<file path="config.mk">
export PLATFORM = sky130hd
export DESIGN_NAME = edf_two_task_scheduler_flat
export DESIGN_NICKNAME = d
export VERILOG_FILES = /design/src/rtl/core/edf2_pkg.sv /design/src/rtl/core/edf2_if.sv /design/src/rtl/core/edf2_task.sv /design/src/rtl/core/edf_two_task_scheduler.sv /design/src/flat_wrapper.sv
export SDC_FILE = /design/constraint.sdc
export NUM_CORES = 1
export LEC_CHECK = 0
export ABC_AREA = 1
export ABC_CLOCK_PERIOD_IN_PS = 5650
export BUFFER_PORTS_ARGS = -buffer_cell sky130_fd_sc_hd__buf_2
export CORE_ASPECT_RATIO = 2
export CORE_UTILIZATION = 40
export CTS_CLUSTER_SIZE = 8
export DETAILED_ROUTE_END_ITERATION = 6
export PLACE_DENSITY = 0.54
export REMOVE_ABC_BUFFERS = 1
export SLEW_MARGIN = 40
export SYNTH_ARGS = -nofsm -noshare
export SYNTH_HDL_FRONTEND = slang
export SYNTH_HIERARCHICAL = 1
export SYNTH_SLANG_ARGS = --single-unit
</file>
<file path="constraint.sdc">
create_clock -name clock -period 5.65 [get_ports clock]
set_clock_uncertainty 0.05 [all_clocks]
set_input_delay 0.8475 -clock clock [delete_from_list [all_inputs] [get_ports clock]]
set_output_delay 0.8475 -clock clock [all_outputs]
set_load 0.005 [all_outputs]
</file>
<file path="src/rtl/core/edf2_pkg.sv">
// ----------------------------------------------------------------------------
// edf2_pkg
// Types, constants and helpers of the two-task EDF scheduler.
// ----------------------------------------------------------------------------
package edf2_pkg;

   localparam int TICK_W     = 32;
   localparam int WORK_W     = 16;
   localparam int MISS_W     = 16;
   localparam int CSR_IDX_W  = 3;
   localparam int CSR_DATA_W = 16;

   typedef enum logic [1:0] {
      TASK_IDLE = 2'd0,
      TASK_A    = 2'd1,
      TASK_B    = 2'd2
   } task_id_type;

   localparam logic [CSR_IDX_W-1:0] CSR_PERIOD_A   = 3'd0;
   localparam logic [CSR_IDX_W-1:0] CSR_COMPUTE_A  = 3'd1;
   localparam logic [CSR_IDX_W-1:0] CSR_DEADLINE_A = 3'd2;
   localparam logic [CSR_IDX_W-1:0] CSR_PERIOD_B   = 3'd3;
   localparam logic [CSR_IDX_W-1:0] CSR_COMPUTE_B  = 3'd4;
   localparam logic [CSR_IDX_W-1:0] CSR_DEADLINE_B = 3'd5;

   typedef struct packed {
      logic [CSR_DATA_W-1:0] period;
      logic [WORK_W-1:0]     compute;
      logic [CSR_DATA_W-1:0] deadline;
   } task_cfg_type;

   localparam task_cfg_type CFG_RESET_A = '{period: 16'd200, compute: 16'd100,
                                            deadline: 16'd200};
   localparam task_cfg_type CFG_RESET_B = '{period: 16'd500, compute: 16'd250,
                                            deadline: 16'd500};

   typedef struct packed {
      logic              ready;
      logic [TICK_W-1:0] due;
      logic              done;
      logic              missed;
      logic [MISS_W-1:0] misses;
   } task_status_type;

   typedef struct packed {
      task_id_type       running_task;
      logic              switched;
      logic              done_a;
      logic              done_b;
      logic              missed_a;
      logic              missed_b;
      logic [MISS_W-1:0] misses_a;
      logic [MISS_W-1:0] misses_b;
      logic [TICK_W-1:0] now_tick;
   } rsp_payload_type;

   function automatic logic [TICK_W-1:0] sat_add(input logic [TICK_W-1:0] a,
                                                 input logic [CSR_DATA_W-1:0] b);
      logic [TICK_W:0] sum;
      sum = {1'b0, a} + {{(TICK_W+1-CSR_DATA_W){1'b0}}, b};
      return sum[TICK_W] ? {TICK_W{1'b1}} : sum[TICK_W-1:0];
   endfunction

endpackage

</file>
<file path="src/rtl/core/edf2_if.sv">
// ----------------------------------------------------------------------------
// edf2_if
// Valid/ready channels of the scheduler: tick request and result.
// ----------------------------------------------------------------------------
interface edf2_req_if;
   logic valid;
   logic ready;
   logic advance;

   modport source (output valid, output advance, input ready);
   modport sink   (input valid, input advance, output ready);
endinterface

interface edf2_rsp_if import edf2_pkg::*; ();
   logic              valid;
   logic              ready;
   logic [1:0]        running_task;
   logic              switched;
   logic              done_a;
   logic              done_b;
   logic              missed_a;
   logic              missed_b;
   logic [MISS_W-1:0] misses_a;
   logic [MISS_W-1:0] misses_b;
   logic [TICK_W-1:0] now_tick;

   modport source (output valid, output running_task, output switched,
                   output done_a, output done_b, output missed_a, output missed_b,
                   output misses_a, output misses_b, output now_tick, input ready);
   modport sink   (input valid, input running_task, input switched,
                   input done_a, input done_b, input missed_a, input missed_b,
                   input misses_a, input misses_b, input now_tick, output ready);
endinterface

</file>
<file path="src/rtl/core/edf2_task.sv">
// ----------------------------------------------------------------------------
// edf2_task
// One task slot: work left, deadline, next arrival, active flag, miss count.
// ----------------------------------------------------------------------------
module edf2_task import edf2_pkg::*; (
   input  logic              clock,
   input  logic              reset,
   input  logic              step,
   input  logic              charge,
   input  logic [TICK_W-1:0] tick_new,
   input  logic [TICK_W-1:0] due_init,
   input  task_cfg_type      cfg,
   output task_status_type   status
);

   logic [WORK_W-1:0] work_ff, work_in, work_dec;
   logic [TICK_W-1:0] due_ff, due_in;
   logic [TICK_W-1:0] arr_ff, arr_in;
   logic              active_ff, active_in;
   logic [MISS_W-1:0] miss_ff, miss_in;
   logic              done, missed, act_kept, act_live, arrive;

   always_comb begin
      work_dec = (charge && work_ff != '0) ? work_ff - 1'b1 : work_ff;
      done     = charge && (work_dec == '0);
      act_kept = active_ff && !done;
      missed   = act_kept && (tick_new > due_ff);
      act_live = act_kept && !missed;
      miss_in  = (missed && miss_ff != '1) ? miss_ff + 1'b1 : miss_ff;
      arrive   = (tick_new >= arr_ff) && ((work_dec == '0) || !act_live);

      work_in   = arrive ? cfg.compute : work_dec;
      active_in = arrive || act_live;
      due_in    = arrive ? sat_add(tick_new, cfg.deadline) : due_ff;
      arr_in    = arrive ? sat_add(tick_new, cfg.period) : arr_ff;
   end

   always_ff @(posedge clock) begin
      if (reset) begin
         work_ff   <= '0;
         due_ff    <= due_init;
         arr_ff    <= '0;
         active_ff <= 1'b0;
         miss_ff   <= '0;
      end else if (step) begin
         work_ff   <= work_in;
         due_ff    <= due_in;
         arr_ff    <= arr_in;
         active_ff <= active_in;
         miss_ff   <= miss_in;
      end
   end

   assign status.ready  = active_in && (work_in != '0);
   assign status.due    = due_in;
   assign status.done   = step && done;
   assign status.missed = step && missed;
   assign status.misses = step ? miss_in : miss_ff;

endmodule

</file>
<file path="src/rtl/core/edf_two_task_scheduler.sv">
// ----------------------------------------------------------------------------
// edf_two_task_scheduler
// Two-task earliest-deadline-first tick scheduler with deadline-miss counts.
// ----------------------------------------------------------------------------
// Each request transaction is one tick (advance=1) or a status poll (advance=0)
// and yields exactly one response transaction. A new request is taken every
// clock cycle unless a held request waits behind an untaken response. A request
// passes the request register, then the response register; the whole tick update
// of both task slots and the deadline compare is combinational between them.
// The response register lets the next request enter while a response waits to
// be taken. There is no clearing pass after reset. Task settings written over the
// csr port take effect at the task's next arrival; indexes 6 and 7 are ignored.
module edf_two_task_scheduler import edf2_pkg::*; (
   input  logic                  clock,
   input  logic                  reset,
   edf2_req_if.sink              req_chan,
   edf2_rsp_if.source            rsp_chan,
   input  logic                  csr_wr_en,
   input  logic [CSR_IDX_W-1:0]  csr_index,
   input  logic [CSR_DATA_W-1:0] csr_wdata
);

   task_cfg_type      cfg_ff [2];
   logic              in_valid_ff;
   logic              in_adv_ff;
   logic              out_valid_ff;
   rsp_payload_type   out_ff, out_in;
   logic [TICK_W-1:0] tick_ff, tick_new;
   task_id_type       cur_ff, chosen;
   logic              out_room, s1_move, step;
   task_status_type   stat_a, stat_b;

   always_ff @(posedge clock) begin
      if (reset) begin
         cfg_ff[0] <= CFG_RESET_A;
         cfg_ff[1] <= CFG_RESET_B;
      end else if (csr_wr_en) begin
         unique case (csr_index)
            CSR_PERIOD_A:   cfg_ff[0].period   <= csr_wdata;
            CSR_COMPUTE_A:  cfg_ff[0].compute  <= csr_wdata;
            CSR_DEADLINE_A: cfg_ff[0].deadline <= csr_wdata;
            CSR_PERIOD_B:   cfg_ff[1].period   <= csr_wdata;
            CSR_COMPUTE_B:  cfg_ff[1].compute  <= csr_wdata;
            CSR_DEADLINE_B: cfg_ff[1].deadline <= csr_wdata;
            default: ;
         endcase
      end
   end

   assign out_room       = !out_valid_ff || rsp_chan.ready;
   assign s1_move        = in_valid_ff && out_room;
   assign req_chan.ready = !in_valid_ff || out_room;
   assign step           = s1_move && in_adv_ff;

   always_ff @(posedge clock) begin
      if (reset) begin
         in_valid_ff <= 1'b0;
      end else if (req_chan.ready) begin
         in_valid_ff <= req_chan.valid;
      end
   end

   always_ff @(posedge clock) begin
      if (req_chan.valid && req_chan.ready) begin
         in_adv_ff <= req_chan.advance;
      end
   end

   assign tick_new = (tick_ff == '1) ? tick_ff : tick_ff + 1'b1;

   edf2_task u_task_a (
      .clock    (clock),
      .reset    (reset),
      .step     (step),
      .charge   (cur_ff == TASK_A),
      .tick_new (tick_new),
      .due_init ({{(TICK_W-CSR_DATA_W){1'b0}}, CFG_RESET_A.deadline}),
      .cfg      (cfg_ff[0]),
      .status   (stat_a)
   );

   edf2_task u_task_b (
      .clock    (clock),
      .reset    (reset),
      .step     (step),
      .charge   (cur_ff == TASK_B),
      .tick_new (tick_new),
      .due_init ({{(TICK_W-CSR_DATA_W){1'b0}}, CFG_RESET_B.deadline}),
      .cfg      (cfg_ff[1]),
      .status   (stat_b)
   );

   always_comb begin
      if (stat_b.ready && (!stat_a.ready || stat_b.due < stat_a.due)) begin
         chosen = TASK_B;
      end else if (stat_a.ready) begin
         chosen = TASK_A;
      end else begin
         chosen = TASK_IDLE;
      end

      out_in.running_task = in_adv_ff ? chosen : cur_ff;
      out_in.switched     = in_adv_ff && (chosen != cur_ff);
      out_in.done_a       = stat_a.done;
      out_in.done_b       = stat_b.done;
      out_in.missed_a     = stat_a.missed;
      out_in.missed_b     = stat_b.missed;
      out_in.misses_a     = stat_a.misses;
      out_in.misses_b     = stat_b.misses;
      out_in.now_tick     = in_adv_ff ? tick_new : tick_ff;
   end

   always_ff @(posedge clock) begin
      if (reset) begin
         tick_ff <= '0;
         cur_ff  <= TASK_IDLE;
      end else if (step) begin
         tick_ff <= tick_new;
         cur_ff  <= chosen;
      end
   end

   always_ff @(posedge clock) begin
      if (reset) begin
         out_valid_ff <= 1'b0;
      end else if (out_room) begin
         out_valid_ff <= in_valid_ff;
      end
   end

   always_ff @(posedge clock) begin
      if (s1_move) begin
         out_ff <= out_in;
      end
   end

   assign rsp_chan.valid        = out_valid_ff;
   assign rsp_chan.running_task = out_ff.running_task;
   assign rsp_chan.switched     = out_ff.switched;
   assign rsp_chan.done_a       = out_ff.done_a;
   assign rsp_chan.done_b       = out_ff.done_b;
   assign rsp_chan.missed_a     = out_ff.missed_a;
   assign rsp_chan.missed_b     = out_ff.missed_b;
   assign rsp_chan.misses_a     = out_ff.misses_a;
   assign rsp_chan.misses_b     = out_ff.misses_b;
   assign rsp_chan.now_tick     = out_ff.now_tick;

endmodule

</file>
<file path="src/flat_wrapper.sv">
// flat-port wrapper written by rule: the top's interface ports become plain ports
module edf_two_task_scheduler_flat import edf2_pkg::*;
  (clock, reset, csr_wr_en, csr_index, csr_wdata, req_chan_valid, req_chan_advance, req_chan_ready, rsp_chan_valid, rsp_chan_running_task, rsp_chan_switched, rsp_chan_done_a, rsp_chan_done_b, rsp_chan_missed_a, rsp_chan_missed_b, rsp_chan_misses_a, rsp_chan_misses_b, rsp_chan_now_tick, rsp_chan_ready);
  edf2_req_if req_chan_i ();
  edf2_rsp_if rsp_chan_i ();
  input  logic clock;
  input  logic reset;
  input  logic csr_wr_en;
  input  logic [CSR_IDX_W-1:0] csr_index;
  input  logic [CSR_DATA_W-1:0] csr_wdata;
  input wire logic [$bits(req_chan_i.valid)-1:0] req_chan_valid;
  input wire logic [$bits(req_chan_i.advance)-1:0] req_chan_advance;
  output wire logic [$bits(req_chan_i.ready)-1:0] req_chan_ready;
  output wire logic [$bits(rsp_chan_i.valid)-1:0] rsp_chan_valid;
  output wire logic [$bits(rsp_chan_i.running_task)-1:0] rsp_chan_running_task;
  output wire logic [$bits(rsp_chan_i.switched)-1:0] rsp_chan_switched;
  output wire logic [$bits(rsp_chan_i.done_a)-1:0] rsp_chan_done_a;
  output wire logic [$bits(rsp_chan_i.done_b)-1:0] rsp_chan_done_b;
  output wire logic [$bits(rsp_chan_i.missed_a)-1:0] rsp_chan_missed_a;
  output wire logic [$bits(rsp_chan_i.missed_b)-1:0] rsp_chan_missed_b;
  output wire logic [$bits(rsp_chan_i.misses_a)-1:0] rsp_chan_misses_a;
  output wire logic [$bits(rsp_chan_i.misses_b)-1:0] rsp_chan_misses_b;
  output wire logic [$bits(rsp_chan_i.now_tick)-1:0] rsp_chan_now_tick;
  input wire logic [$bits(rsp_chan_i.ready)-1:0] rsp_chan_ready;
  assign req_chan_i.valid = req_chan_valid;
  assign req_chan_i.advance = req_chan_advance;
  assign req_chan_ready = req_chan_i.ready;
  assign rsp_chan_valid = rsp_chan_i.valid;
  assign rsp_chan_running_task = rsp_chan_i.running_task;
  assign rsp_chan_switched = rsp_chan_i.switched;
  assign rsp_chan_done_a = rsp_chan_i.done_a;
  assign rsp_chan_done_b = rsp_chan_i.done_b;
  assign rsp_chan_missed_a = rsp_chan_i.missed_a;
  assign rsp_chan_missed_b = rsp_chan_i.missed_b;
  assign rsp_chan_misses_a = rsp_chan_i.misses_a;
  assign rsp_chan_misses_b = rsp_chan_i.misses_b;
  assign rsp_chan_now_tick = rsp_chan_i.now_tick;
  assign rsp_chan_i.ready = rsp_chan_ready;
  edf_two_task_scheduler u_core (.clock(clock), .reset(reset), .req_chan(req_chan_i), .rsp_chan(rsp_chan_i), .csr_wr_en(csr_wr_en), .csr_index(csr_index), .csr_wdata(csr_wdata));
endmodule
</file>
# Word-level counts from Yosys, hierarchy flattened

Memories as Yosys holds them, arrays and structs flattened.
Cells that the tools add are included.

Register bits: 302
Latch bits: 0
Memory bits (writable): 96
Bits in read-only memories: 0
Input bits: 25
Output and inout bits: 73
Logic and storage cells: 157
Memories kept: 1

Memory list:

| name          | depth | width | read ports | clocked after memory_dff | wr ports | RTL line                     | source |
|---|---|---|---|---|---|---|---|
| u_core.cfg_ff | 2     | 48    | 2          | 0                        | 2        | edf_two_task_scheduler.sv:23 | `task_cfg_type cfg_ff [2];` |

Add/subtract/negate cells: 9
$mul: 0
Divide/modulo/power cells: 0
$lt $le $gt $ge: 5
Equality and inequality tests: 11
Shifts and indexed selects: 0
Mux-type cells: 51
Bitwise operators: 6
Reduce and logical (&&, ||, !) cells: 50

Operators by type and width:

| cell                  | number |
|---|---|
| $mux 32               | 8 |
| $mux 16               | 14 |
| $add 32x16->33        | 4 |
| $ge 32x32->1          | 2 |
| $gt 32x32->1          | 2 |
| $reduce_bool 16->1    | 4 |
| $add 16x1->16 const B | 2 |
| $add 32x1->32 const B | 1 |
| $eq 32x32->1 const B  | 1 |
| $logic_not 16->1      | 2 |
| $lt 32x32->1          | 1 |
| $ne 16x16->1 const B  | 2 |
| $sub 16x1->16 const B | 2 |
| $mux 1                | 27 |
| $logic_and 1x1->1     | 25 |
| $logic_not 1->1       | 9 |
| $logic_or 1x1->1      | 7 |
| $eq 3x2->1 const B    | 2 |
| $eq 3x3->1 const B    | 2 |
| $or 1x1->1            | 6 |
| $mux 2                | 2 |
| $reduce_and 2->1      | 2 |
| $eq 3x1->1 const B    | 1 |
| $logic_not 3->1       | 1 |
| 3 further kinds       | 3 |

# Depth between registers and ports, before layout

Gate-level depths: netlist (run 1).

Word-level depth: 22
Gate-level depth with buffers: 44
Gate-level depth less buffers: 43

# By module

Netlist (run 1), hierarchy kept.

By module, submodules not included:

| module                       | instances | cells each | area an instance (um2) | sequential area each (um2) |
|---|---|---|---|---|
| edf_two_task_scheduler       | 1         | 857        | 9049.9                 | 5765.5 |
| edf2_task at u_core.u_task_a | 1         | 1343       | 9032.4                 | 2262.2 |
| edf2_task at u_core.u_task_b | 1         | 1339       | 8959.8                 | 2262.2 |

# Least setup slack after synthesis (run 1)

Ideal clock, no wire load.

Kind: flip-flop to flip-flop
Start point: register u_core.tick_ff[0]
End point: register u_core.out_ff (netlist bit u_core/rsp_chan.switched) (data pin)
Library setup time: 260 ps
Data arrival time: 5459 ps
Setup slack: -119 ps
Stages on the path, launching flop included: 35
Path buffers: 1
Period minus slack after synthesis: 5769 ps
Cell sequence: dfxtp_1 > ha_1 > nand3_1 > inv_1 > nand2_2 > nor2_2 > nand4_4 > o21ai_1 > inv_1 > fa_1 > o21ai_1 > a31oi_1 > o21ai_1 > nand3_1 > nand2_1 > inv_1 > nor2_1 > inv_1 > nor2_1 > a21oi_4 > buf_4 > a22oi_1 > ha_1 > nand2_1 > nor2_1 > nor3_1 > nand2_1 > nand2_1 > nand2_1 > nand2_1 > nand2_1 > o21ai_0 > nand2_1 > nand2_1 > a21oi_1

RTL lines:

| what                   | RTL line                      | source |
|---|---|---|
| from (decl)            | edf_two_task_scheduler.sv:28  | `logic [TICK_W-1:0] tick_ff, tick_new;` |
| from (signal assigned) | edf_two_task_scheduler.sv:118 | `tick_ff <= tick_new;` |
| to (signal assigned)   | edf_two_task_scheduler.sv:133 | `out_ff <= out_in;` |
| to (decl)              | edf_two_task_scheduler.sv:27  | `rsp_payload_type out_ff, out_in;` |

==> impl_results.md, run 1 <==
- Violated checks: design-rule violations
- Cell area after layout: 34500 um^2
- Crit. End Element: flop
- Routed WL: 95.6 mm
- Reg clk slew, reported paths: approximately 0.060 ns
- First-pass GRT wire length: roughly 140 mm
- Area after DPL: roughly 31000 um^2
- Critical-path top delay cell: dfxtp_2
- Vias: between 20k and 30k
- H-tree levels: 2
- Slew Limit Fails: 0
- CTS tree: done
- Die width: between 150 and 200 um
- Hold Path Sink: u_core/in_adv_ff
- CORE AREA: 66700 um^2
- Peak supply drop: 0.000262 V
- Async set-reset flop share out of synthesis: 0%
- Drt pass-1 iters: 7
- DP HPWL: ~75 mm
- Share of cells above drive strength 1: 21.1%
- Top-count cell post-synth: nand2_1
- Routed length per placed instance: 19.1 um
- Area leader, netlist: edfxtp_1
- Synth cell types: 67
- Routed Antenna Nets: 0
- RR Endpoint: u_core/rsp_chan.running_task[0]
- Max-cap violations: 0
- Post-layout util: 51.7%
- Hold WS: 0.352 ns
- Crit Path Category: flop to flop
- Worst R2R Start: u_core/tick_ff[2]
- Final min period: 5.45 ns
- Synth Flop Type: edfxtp_1
- Crit-path most repeated cell: nand2_2
- Die height: 370 um
- Slew headroom: 39.2%
- Top cells by instance count after synthesis: nand2_1 (874), inv_1 (523), nor2_1 (300)
- Path type of the worst min-delay path: input pin to flop
- Endpoints failing setup: 0
- Hold Crit Start: req_chan_advance
- Ports: about 100
- Critical path data arrival time: about 5.7 ns
- Clk root buf: clkbuf_16
- Vias per inst: ~5.1
- Number of synthesized flops with an enable pin: 232
- Post-synthesis instance area: 27000 um^2
- Sequential area share after synthesis: 38.1%
- Top cell type's share of synthesized area: 25.8%
- Startpoint Class: flop
- Clock Sinks: 398
- Post-Syn Instances: 3539
- Multi-input logic area: 15500 um^2
- Number of global-route vias before repair: ~25k
- Total Nets Final: around 4.3k
- CTS max path bufs: 3
- Iter 0 DRT Violations: roughly 1.4k
- CTS Buf Count: 55
- Drc violations: 1
- Power per Cell Area: 334 nW/um^2
- Largest net degree at the start of global routing: between 70 and 80
- Layout filler cell count: 6681
- Reg area: 10300 um^2
- Initial antenna violation count: 2
- Reg2reg path depth: 32
- Gpl congestion: 0.951
- Row Count: 134
- GRT overflow: 0
- Static Leakage: 15.7 nW
- Worst R2R Setup Slack: 0.20 ns
- Starting Density: slightly above 40%
- Worst-margin pin slew: roughly 0.9 ns
- Critical Path RT: 5.94 ns
- Hold Fails Final Rpt: 0
- Hold path depth: 1
- Outcome: finished, violations left
- Final period util: 96.4%
- Max FO, Critical Path: 9
- Die ar.: between 60000 and 70000 um^2
- Yosys warning count: 6
- Synth-to-Final Area Change: 27.5%
- Flops & latches, synth: between 300 and 400
- RSZ-0062 raised after global routing: yes
- Fmax: 0.184 GHz
- GRT Total Usage: approximately 28%
- Max incr delay on CP: 0.34 ns
- Number of port buffers: between 90 and 100
- Worst skew pair latency: 0.64 ns
- Avg Inst Size Synth: between 7 and 8 um^2
- Synth top area cells: edfxtp_1 (26%), dfxtp_1 (12%), nand2_1 (12%)
[state kept, by name, indices dropped and copies added (netlist names), 2 cells and up]
register,flops
u_core/u_task_b/work_ff,16
u_core/rsp_chan.running_task,2
u_core/rsp_chan.now_tick,32
u_core/u_task_b/due_ff,32
u_core/u_task_a/arr_ff,32
u_core/u_task_b/miss_ff,16
u_core/cfg_ff,96
u_core/rsp_chan.misses_b,16
u_core/cur_ff,2
u_core/u_task_a/due_ff,32
u_core/u_task_a/miss_ff,16
u_core/u_task_a/work_ff,16
u_core/u_task_b/arr_ff,32
u_core/tick_ff,32
u_core/rsp_chan.misses_a,16
[per-stage QoR]
step | worst slack (ns) | total power [mW] | cells | TNS [ns]
floorplan | -0.722 | 6.05 | 3511 | -2.74
global placement | -0.250 | 7.84 | 4862 | -0.600
detailed placement | -0.262 | 7.85 | 4862 | -0.672
CTS | 0.000154 | 11.2 | 4967 | 0
global route | -0.158 | 12.2 | 5005 | -0.420
finish | 0.202 | 11.5 | 5006 | 0
[layout make-up]
type / count / area share [%]
Multi-Input combinational cell: 2576 / 45.0
Sequential cell: 398 / 29.9
Timing Repair Buffer: 506 / 11.3
Inverter: 537 / 5.90
Clock buffer: 103 / 4.64
Tap cell: 884 / 3.21
Clock inverter: 1 / 0.0580
Antenna cell: 1 / 0.00726
[worst max path at each step]
stage	startpoint	end	slack [ns]	cells after the start
3_5_place_dp	u_core/tick_ff[0]	u_core/rsp_chan.switched	-0.26	35
2_1_floorplan	u_core/tick_ff[0]	u_core/rsp_chan.switched	-0.72	34
5_1_grt	u_core/tick_ff[21]	u_core/rsp_chan.switched	-0.16	42
3_3_place_gp	u_core/tick_ff[16]	u_core/rsp_chan.switched	-0.25	37
4_1_cts	u_core/tick_ff[0]	u_core/rsp_chan.running_task[1]	0.0002	39
6_report	u_core/tick_ff[2]	u_core/rsp_chan.running_task[0]	0.20	32
[routing by layer]
metal | global-route usage, % | vias to the layer above | part of all wire [%]
li1 | - | 12800 | -
met3 | 2.68 | 253 | 2.9
met2 | 51.8 | 583 | 53
met4 | 19.8 | 0 | 7.9
met1 | 28.7 | 12000 | 36
met5 | 0 | - | 0
[repair_timing]
action	CTS	global route
gates resized for setup	25	246
endpoints found under the setup margin	5	5
pin swaps	2	112
cloned	0	1
hold buffers	0	0
endpoints found under the hold margin	0	0
setup buffers	1	37
[cells by family after synthesis]
| group | after synthesis | synth area share [%] |
|---|---|---|
| compound gates | 659 | 14.1 |
| xor+xnor | 103 | 3.39 |
| fa+ha+maj | 232 | 10.8 |
| buf+inv | 627 | 9.26 |
| flops | 398 | 38.1 |
| other cells | 2 | 0.0278 |
| simple gates | 1518 | 24.3 |
[worst max-delay path, delay by kind of cell (launching register included)]
kind                     cells  cell delay (ns)
AO/OA/AOI/OAI                7             0.95
XOR/XNOR                     1             0.23
AND/OR/NAND/NOR             13             1.76
buffers and inverters        9             1.20
adder cells (fa/ha/maj)      2             0.60
flip-flops                   1             0.34
[cells in the final DEF (no fill, tap or decap), types with 34 or more instances in the layout]
master     count
o22ai_1       34
xor2_1        70
nand2_2       35
nand4_1       35
inv_1        508
conb_1        64
clkbuf_16     58
dfxtp_1      156
nand3_1      113
a21oi_1      211
ha_1         212
clkbuf_1      46
nor2_1       278
nand2_1      843
buf_2         96
a31oi_1       43
o21ai_0      215
buf_4        364
nor3_1        47
edfxtp_1     232
[where the power goes]
part | total [mW] | internal (mW) | switching, mW | leakage [nW]
Sequential | 3.51 | 3.37 | 0.141 | 3.61
Combinational | 4.78 | 1.98 | 2.79 | 11.3
Clock | 3.23 | 1.88 | 1.35 | 0.767
No activity file was read; power rests on OpenSTA's default activity.
==> run 2: changes to the inputs <==
--- a/config.mk
+++ b/config.mk
@@ -13,7 +13,6 @@
 export CTS_CLUSTER_SIZE = 8
 export DETAILED_ROUTE_END_ITERATION = 6
 export PLACE_DENSITY = 0.54
-export REMOVE_ABC_BUFFERS = 1
 export SLEW_MARGIN = 40
 export SYNTH_ARGS = -nofsm -noshare
 export SYNTH_HDL_FRONTEND = slang
==> impl_results.md, run 2 (synthesis results as in run 1) <==
- Drc violations: 0 (was 1)
- Largest register FFs: 96 (unchanged)
- Routed Antenna Nets: 0 (unchanged)
- GRT overflow: 0 (unchanged)
- Clock Sinks: 398 (unchanged)
- Gpl congestion: 0.995 (was 0.951)
- Max incr delay on CP: 0.33 ns (was 0.34 ns)
- Internal power: 7.46 mW (was 7.23 mW)
- Max FO, Critical Path: 5 (was 9)
- Net Switching: 4.63 mW (was 4.28 mW)
- Number of global-route vias before repair: 26.1k (was 25.2k)
- RR Endpoint: u_core/rsp_chan.switched (was u_core/rsp_chan.running_task[0])
- Die ar.: 68700 um^2 (unchanged)
- Worst skew pair latency: 0.64 ns (about the same)
- Worst R2R Start: u_core/tick_ff[26] (was u_core/tick_ff[2])
- Row Count: 134 (unchanged)
- WP buf/inv: 10 (was 9)
- Pre-CTS setup slack: -0.528 ns (was -0.262 ns)
- Final period util: 96.9% (was 96.4%)
- Top reg by flops: u_core/cfg_ff (unchanged)
- H-tree levels: 2 (unchanged)
- Share of cells above drive strength 1: 24.0% (was 21.1%)
- Setup TNS: 0 ns (unchanged)
- Outcome: finished, final reports clean (was finished, violations left)
- Grt met3 use: 4.85% (was 2.68%)
- Switching share of power: 38.3% (was 37.2%)
- Power per Cell Area: 339 nW/um^2 (was 334 nW/um^2)
- Number of port buffers: 97 (unchanged)
- Die width: 186 um (unchanged)
- Largest net degree at the start of global routing: 68 (was 72)
- Max-cap violations: 0 (unchanged)
- Starting Density: 40.5% (unchanged)
- Synth-to-Final Area Change: 31.9% (was 27.5%)
- Vias per inst: 5.22 (was 5.11)
- CTS max path bufs: 3 (unchanged)
- CTS tree: done (unchanged)
- DP HPWL: 84.9 mm (was 74.8 mm)
- Reg clk slew, reported paths: 0.06 ns (about the same)
- Fraction of power consumed by the clock network: 26.1% (was 28.0%)
- Worst R2R Setup Slack: 0.17 ns (was 0.20 ns)
- Fmax: 0.183 GHz (was 0.184 GHz)
- Peak supply drop: 0.000238 V (was 0.000262 V)
- Crit Path Category: flop to flop (unchanged)
- Drt pass-1 iters: 6 (was 7)
- Clk root buf: clkbuf_16 (unchanged)
- Crit-path most repeated cell: buf_4 (was nand2_2)
- Reg2reg path depth: 40 (was 32)
- CORE AREA: 66700 um^2 (unchanged)
- Iter 0 DRT Violations: 1501 (was 1383)
- Path type of the worst min-delay path: input pin to flop (unchanged)
- Ports: 98 (unchanged)
- Setup WS post-layout: 0.173 ns (was 0.202 ns)
- Hold Fails Final Rpt: 0 (unchanged)
- Most frequent cells in the layout: nand2_1 (832), inv_1 (496), buf_4 (448) (was nand2_1 (843), inv_1 (508), buf_4 (364))
- CTS Buf Count: 55 (unchanged)
- Slew headroom: 39.0% (was 39.2%)
- Hold Crit Start: req_chan_advance (unchanged)
- Routed length per placed instance: 21.3 um (was 19.1 um)
- Routed WL: 108 mm (was 95.6 mm)
- Hold Path Sink: u_core/in_adv_ff (unchanged)
- First-pass GRT wire length: 156 mm (was 143 mm)
- Endpoints failing setup: 0 (unchanged)
- Crit. End Element: flop (unchanged)
- Hold path depth: 1 (unchanged)
- Total Nets Final: 4428 (was 4331)
- Flop pwr share: 29.0% (was 30.5%)
- Met2 usage: 58.5% (was 51.8%)
- Critical-path top delay cell: dfxtp_2 (unchanged)
- Combinational Power Share: 44.9% (was 41.5%)
- Final min period: 5.48 ns (was 5.45 ns)
- Vias: 26.6k (was 25.6k)
- Critical Path RT: 5.96 ns (was 5.94 ns)
- Critical path data arrival time: 5.78 ns (was 5.73 ns)
- Most common cell after layout, fill and taps aside: nand2_1 (unchanged)
- GRT Total Usage: 31.4% (was 27.9%)
- Static Leakage: 16.4 nW (was 15.7 nW)
- Slew Limit Fails: 0 (unchanged)
- Crit path max-delay family: simple AND/OR/NAND/NOR gates (unchanged)
- Worst-margin pin slew: 0.914 ns (was 0.908 ns)
- Post-cts hold buffer count: 0 (unchanged)
- Grt peak-use layer: met2 (unchanged)
- Startpoint Class: flop (unchanged)
- Met1 usage: 29.0% (was 28.7%)
- Die height: 370 um (unchanged)
- Initial antenna violation count: 0 (was 2)
run 2: area by class of cell:
cell class              count  area, um^2
well taps                 884        1110
diodes                      1        2.50
inverters                 537        2040
flip-flops and latches    398       10300
clock inverters             3        26.3
clock buffers              97        1530
fillers                  6539       31100
repair buffers            603        4780
multi-input cells        2576       15900
run 2: metal layers:
| metal | routed length, um | share of wire, % | vias up |
|---|---|---|---|
| li1 | - | - | 13000 |
| met1 | 35600 | 33 | 12500 |
| met5 | 0 | 0 | - |
| met4 | 11100 | 10 | 0 |
| met3 | 4660 | 4.3 | 388 |
| met2 | 57000 | 53 | 791 |
run 2: how the worst max path moves through the flow:
stage	from	endpoint	cells past startpoint
2_1_floorplan	u_core/tick_ff[0]	u_core/rsp_chan.switched	35
5_1_grt	u_core/tick_ff[15]	u_core/rsp_chan.switched	40
4_1_cts	u_core/tick_ff[14]	u_core/rsp_chan.switched	39
3_5_place_dp	u_core/tick_ff[1]	u_core/rsp_chan.running_task[0]	38
6_report	u_core/tick_ff[26]	u_core/rsp_chan.switched	40
3_3_place_gp	u_core/tick_ff[1]	u_core/rsp_chan.switched	39
run 2: repair_timing:
| item | 4_1_cts | 5_1_grt |
|---|---|---|
| gates resized for setup | 57 | 286 |
| cloned | 0 | 1 |
| pin swaps | 19 | 115 |
| endpoints found under the hold margin | 0 | 0 |
| endpoints found under the setup margin | 5 | 8 |
| setup buffers | 7 | 46 |
run 2: stage by stage:
stage / hold slack [ns] / instance area [um^2] / util (%) / total power, mW / std cells
after floorplan: 0.394 / 27300 / - / 6.18 / 3601
after global placement: 0.423 / 32100 / 48.1 / 8.15 / 4946
after detailed placement: 0.420 / 32100 / 48.2 / 8.17 / 4946
after CTS: 0.368 / 34000 / 50.9 / 11.4 / 5053
after global routing: 0.377 / 35700 / 53.4 / 12.7 / 5098
final: 0.398 / 35700 / 53.5 / 12.1 / 5099
run 2: power groups by stage:
stage               logic, mW  clock network, mW  registers (mW)
finish                   5.43               3.15            3.51
global placement         4.60                  0            3.56
detailed placement       4.61                  0            3.56
CTS                      4.71               3.22            3.50
global route             5.88               3.31            3.53
floorplan                2.67                  0            3.51
